--- src/hw/rtl/cida_ram.sv ---
// ----------------------------------------------------------------------------
// cida_ram
// Generic simple dual-port RAM: one write port, one read port, registered read.
// ----------------------------------------------------------------------------
module cida_ram #(
	parameter int WIDTH = 32,
	parameter int DEPTH = 16
) (
	input  logic                                  clk,
	input  logic                                  we,
	input  logic [(DEPTH > 1 ? $clog2(DEPTH) : 1)-1:0] waddr,
	input  logic [WIDTH-1:0]                      wdata,
	input  logic [(DEPTH > 1 ? $clog2(DEPTH) : 1)-1:0] raddr,
	output logic [WIDTH-1:0]                      rdata
);

	logic [WIDTH-1:0] mem_q [DEPTH];

	always_ff @(posedge clk) begin
		if (we) begin
			mem_q[waddr] <= wdata;
		end
		rdata <= mem_q[raddr];
	end

endmodule

--- config.mk ---
export PLATFORM = sky130hd
export DESIGN_NAME = cida_ram
export DESIGN_NICKNAME = d
export VERILOG_FILES = /design/src/hw/rtl/cida_ram.sv
export SDC_FILE = /design/constraint.sdc
export NUM_CORES = 1
export LEC_CHECK = 0
export ABC_AREA = 1
export CORE_MARGIN = 4
export CORE_UTILIZATION = 40
export CTS_CLUSTER_SIZE = 16
export DETAILED_ROUTE_END_ITERATION = 8
export DONT_BUFFER_PORTS = 1
export GPL_ROUTABILITY_DRIVEN = 0
export PLACE_DENSITY_LB_ADDON = 0.08
export SLEW_MARGIN = 10
export SYNTH_ARGS = -nofsm -noshare
export SYNTH_HDL_FRONTEND = slang
export SYNTH_SLANG_ARGS = --single-unit
--- constraint.sdc ---
create_clock -name clk -period 6.6 [get_ports clk]
set_input_delay 0.66 -clock clk [delete_from_list [all_inputs] [get_ports clk]]
set_output_delay 0.66 -clock clk [all_outputs]
set_load 0.05 [all_outputs]
==> key figures <==
CTS
  • Root Driver: clkbuf_16
  • Post-CTS Setup Repair Bufs: 0
  • Post-CTS sizing: 0
  • Worst skew pair latency: between 600 and 700 ps
  • CTS tree: done
  • Clock buffer count from CTS: 58
  • Clock tree sinks: 544
  • Clock Tree Buf Depth: 3
  • H-tree depth: 2
  • Reg clk slew, reported paths: 60 ps
  • CTS Hold Buffers Added: 0

Worst hold path
  • Hold Path Depth: 0
  • Hold Crit Start: wdata[17]
  • Hold Path Class: primary input to register
  • Worst Hold Endpoint: mem_q[15][17]

Timing
  • Final Skew: approximately 19 ps
  • Tcrit/Tclk final: around a third
  • Clock period minus final worst setup slack: roughly 2300 ps
  • Fmax: about 0.43 GHz
  • Least-Margin Pin Slew: 1250 ps
  • Setup TNS: 0 ps
  • # setup viols final: 0
  • Slew Limit Fails: 0
  • Slew margin rel.: around 17%
  • Unrepaired setup endpoints after global routing: no
  • Hold Fails Final Rpt: 0
  • Min setup slack post-route: between 4000 and 5000 ps

Floorplan
  • Core box area: 0.0563 sq mm
  • # rows: 87
  • DIE HEIGHT: roughly 250 um
  • Ports: 74
  • Initial core utilization: approximately two fifths
  • Die W: roughly 250 um
  • Die ar.: a little over 0.06 sq mm

Detailed routing
  • Met2 routed wirelength: around 26000 um
  • Routed WL per cell: slightly below 20 um
  • Drt total wl: around 56000 um
  • Vias: between 10000 and 15000
  • Antenna viol nets, final: 0
  • Top sig layer: met4
  • DR pass1 iterations: 4
  • Routed wl met3: ~2500 um
  • Wl on met1: 26300 um
  • Vias per cell: between 4 and 5
  • DRC violations left: 0
  • DR iter-0 viols: 805

Global route
  • First-pass GRT wire length: 85000 um
  • Vias in the first global route: around 14000
  • Largest net degree at the start of global routing: around 260
  • Initial antenna violation count: 0
  • GR Overflow Total: 0
  • GRT Resource Usage Total: between 10% and 20%

Worst setup path
  • Setup CP Type: primary input to register
  • RR Endpoint: rdata[6]
  • Critical Path RT: 7090 ps
  • Critical path capture point type: register
  • Critical path launch point type: primary input
  • Slowest Stage Delay on Critical Path: between 700 and 800 ps
  • Worst Path Max Fanout: between 200 and 300
  • Most used cell, CP: nand3_1
  • CP Cell Sequence: inv_8 -> buf_4 -> nand2_1 -> nand3_1 -> nand3_1 -> nand3_1 -> nand2_1
  • WP buf/inv: 2
  • Cells on worst reg2reg path: 6
  • Family with the most delay on the worst path: buffers and inverters
  • Reg2reg start: mem_q[0][6]
  • Crit path DAT: 2780 ps
  • Worst path slowest cell: buf_4
  • R2r setup slk: 5560 ps

Finish
  • Net count, final: between 2000 and 2500
  • Area delta synth->final: 10.2%
  • Diodes inserted: 0
  • Layout cells sized above 1: under 10%
  • Design Area, Final: 0.0251 sq mm

Logic synthesis
  • #FFs+latches synth: between 500 and 600
  • Sequential element share of the synthesized area: a little over two thirds
  • Most area-consuming cells after synthesis: edfxtp_1 68%, nand2_1 11%, nand3_1 8.5%
  • Synth unique cells: 15
  • Mean Syn Cell Area: between 10 and 15 sq um
  • Yosys top cell area share: 67.6%
  • Post-Syn Nets: approximately 2200
  • Syn. warnings: 0
  • Largest area contributor in the netlist: edfxtp_1
  • Post-Syn Area: around 0.023 sq mm
  • Post-Synthesis Cells: around 2100

Status
  • Status: completed

Pwr
  • Peak supply drop: around 220 uV
  • Pwr dens: between 200 and 300 mW/mm^2
  • Pleak: 10.4 nW
  • Final Power: between 0.007 and 0.008 W

Placement
  • Placed cell area: ~0.023 sq mm
  • Dpl hpwl: 26300 um
  • Dpl ws: around 3800 ps
  • Number of port buffers: 0

Job
  • Total of max-cap violations: 0
-- state kept, by name, indices dropped and copies added, names as in the netlist --
signal	cells
mem_q	512
rdata	32
-- kinds of logic after synthesis --
kind of cell           Yosys count  synth area share (%)
flip-flops                     544                  70.5
AND/OR/NAND/NOR               1081                  20.0
buffers and inverters          495                  9.54
-- layout make-up --
class | instances | area, sq um
fill | 5345 | 31200
tap | 756 | 946
clock inverter | 14 | 115
sequential | 544 | 16000
multi-input combinational | 1081 | 4670
inverter | 390 | 1470
timing repair buffer | 22 | 165
clock buffer | 93 | 1680
-- worst max-delay path by stage --
stage,from,to,depth (start not counted)
6_report,raddr[0],rdata[10],7
5_1_grt,raddr[0],rdata[20],8
4_1_cts,raddr[0],rdata[20],8
3_5_place_dp,raddr[0],rdata[17],7
3_3_place_gp,raddr[0],rdata[3],7
2_1_floorplan,waddr[2],mem_q[10][0],2
-- synth_stat cells (all sizes together) --
cell type,number
clkbuf,14
nand3b,2
nand2,677
edfxtp,512
buf,91
inv,390
dfxtp,32
nor2,17
nand3,385
-- layout by cell type, fill, tap and decap left out --
| master | n |
|---|---|
| clkinvlp_4 | 1 |
| clkinv_1 | 6 |
| clkbuf_1 | 29 |
| inv_2 | 2 |
| nand3b_1 | 2 |
| nand2_1 | 677 |
| clkinv_2 | 5 |
| nor2_4 | 16 |
| buf_4 | 22 |
| clkbuf_16 | 61 |
| inv_1 | 386 |
| nand3_1 | 385 |
| bufinv_16 | 2 |
| clkbuf_8 | 3 |
| nor2_1 | 1 |
| dfxtp_1 | 32 |
| inv_4 | 1 |
| edfxtp_1 | 512 |
| inv_8 | 1 |
-- stage by stage --
step                instances  utilization [%]  hold WS [ps]
floorplan                2120                -           607
global placement         2793             41.3           624
detailed placement       2793             41.3           640
CTS                      2900             44.5          94.3
global route             2900             44.5           101
finish                   2900             44.5           142
-- metal layers --
metal	up-vias	global-route usage [%]
met5	-	0
met4	0	4.74
met3	83	2.91
met2	252	30.3
met1	6715	26.1
li1	6788	-
-- report_power, final --
group	total [W]	internal (W)	leakage (nW)	switching, W
Sequential	0.00397	0.00386	4.90	0.000105
Clock	0.00310	0.00180	0.865	0.00129
Combinational	0.000284	0.0000914	4.68	0.000192
No activity file was read; power rests on OpenSTA's default activity.
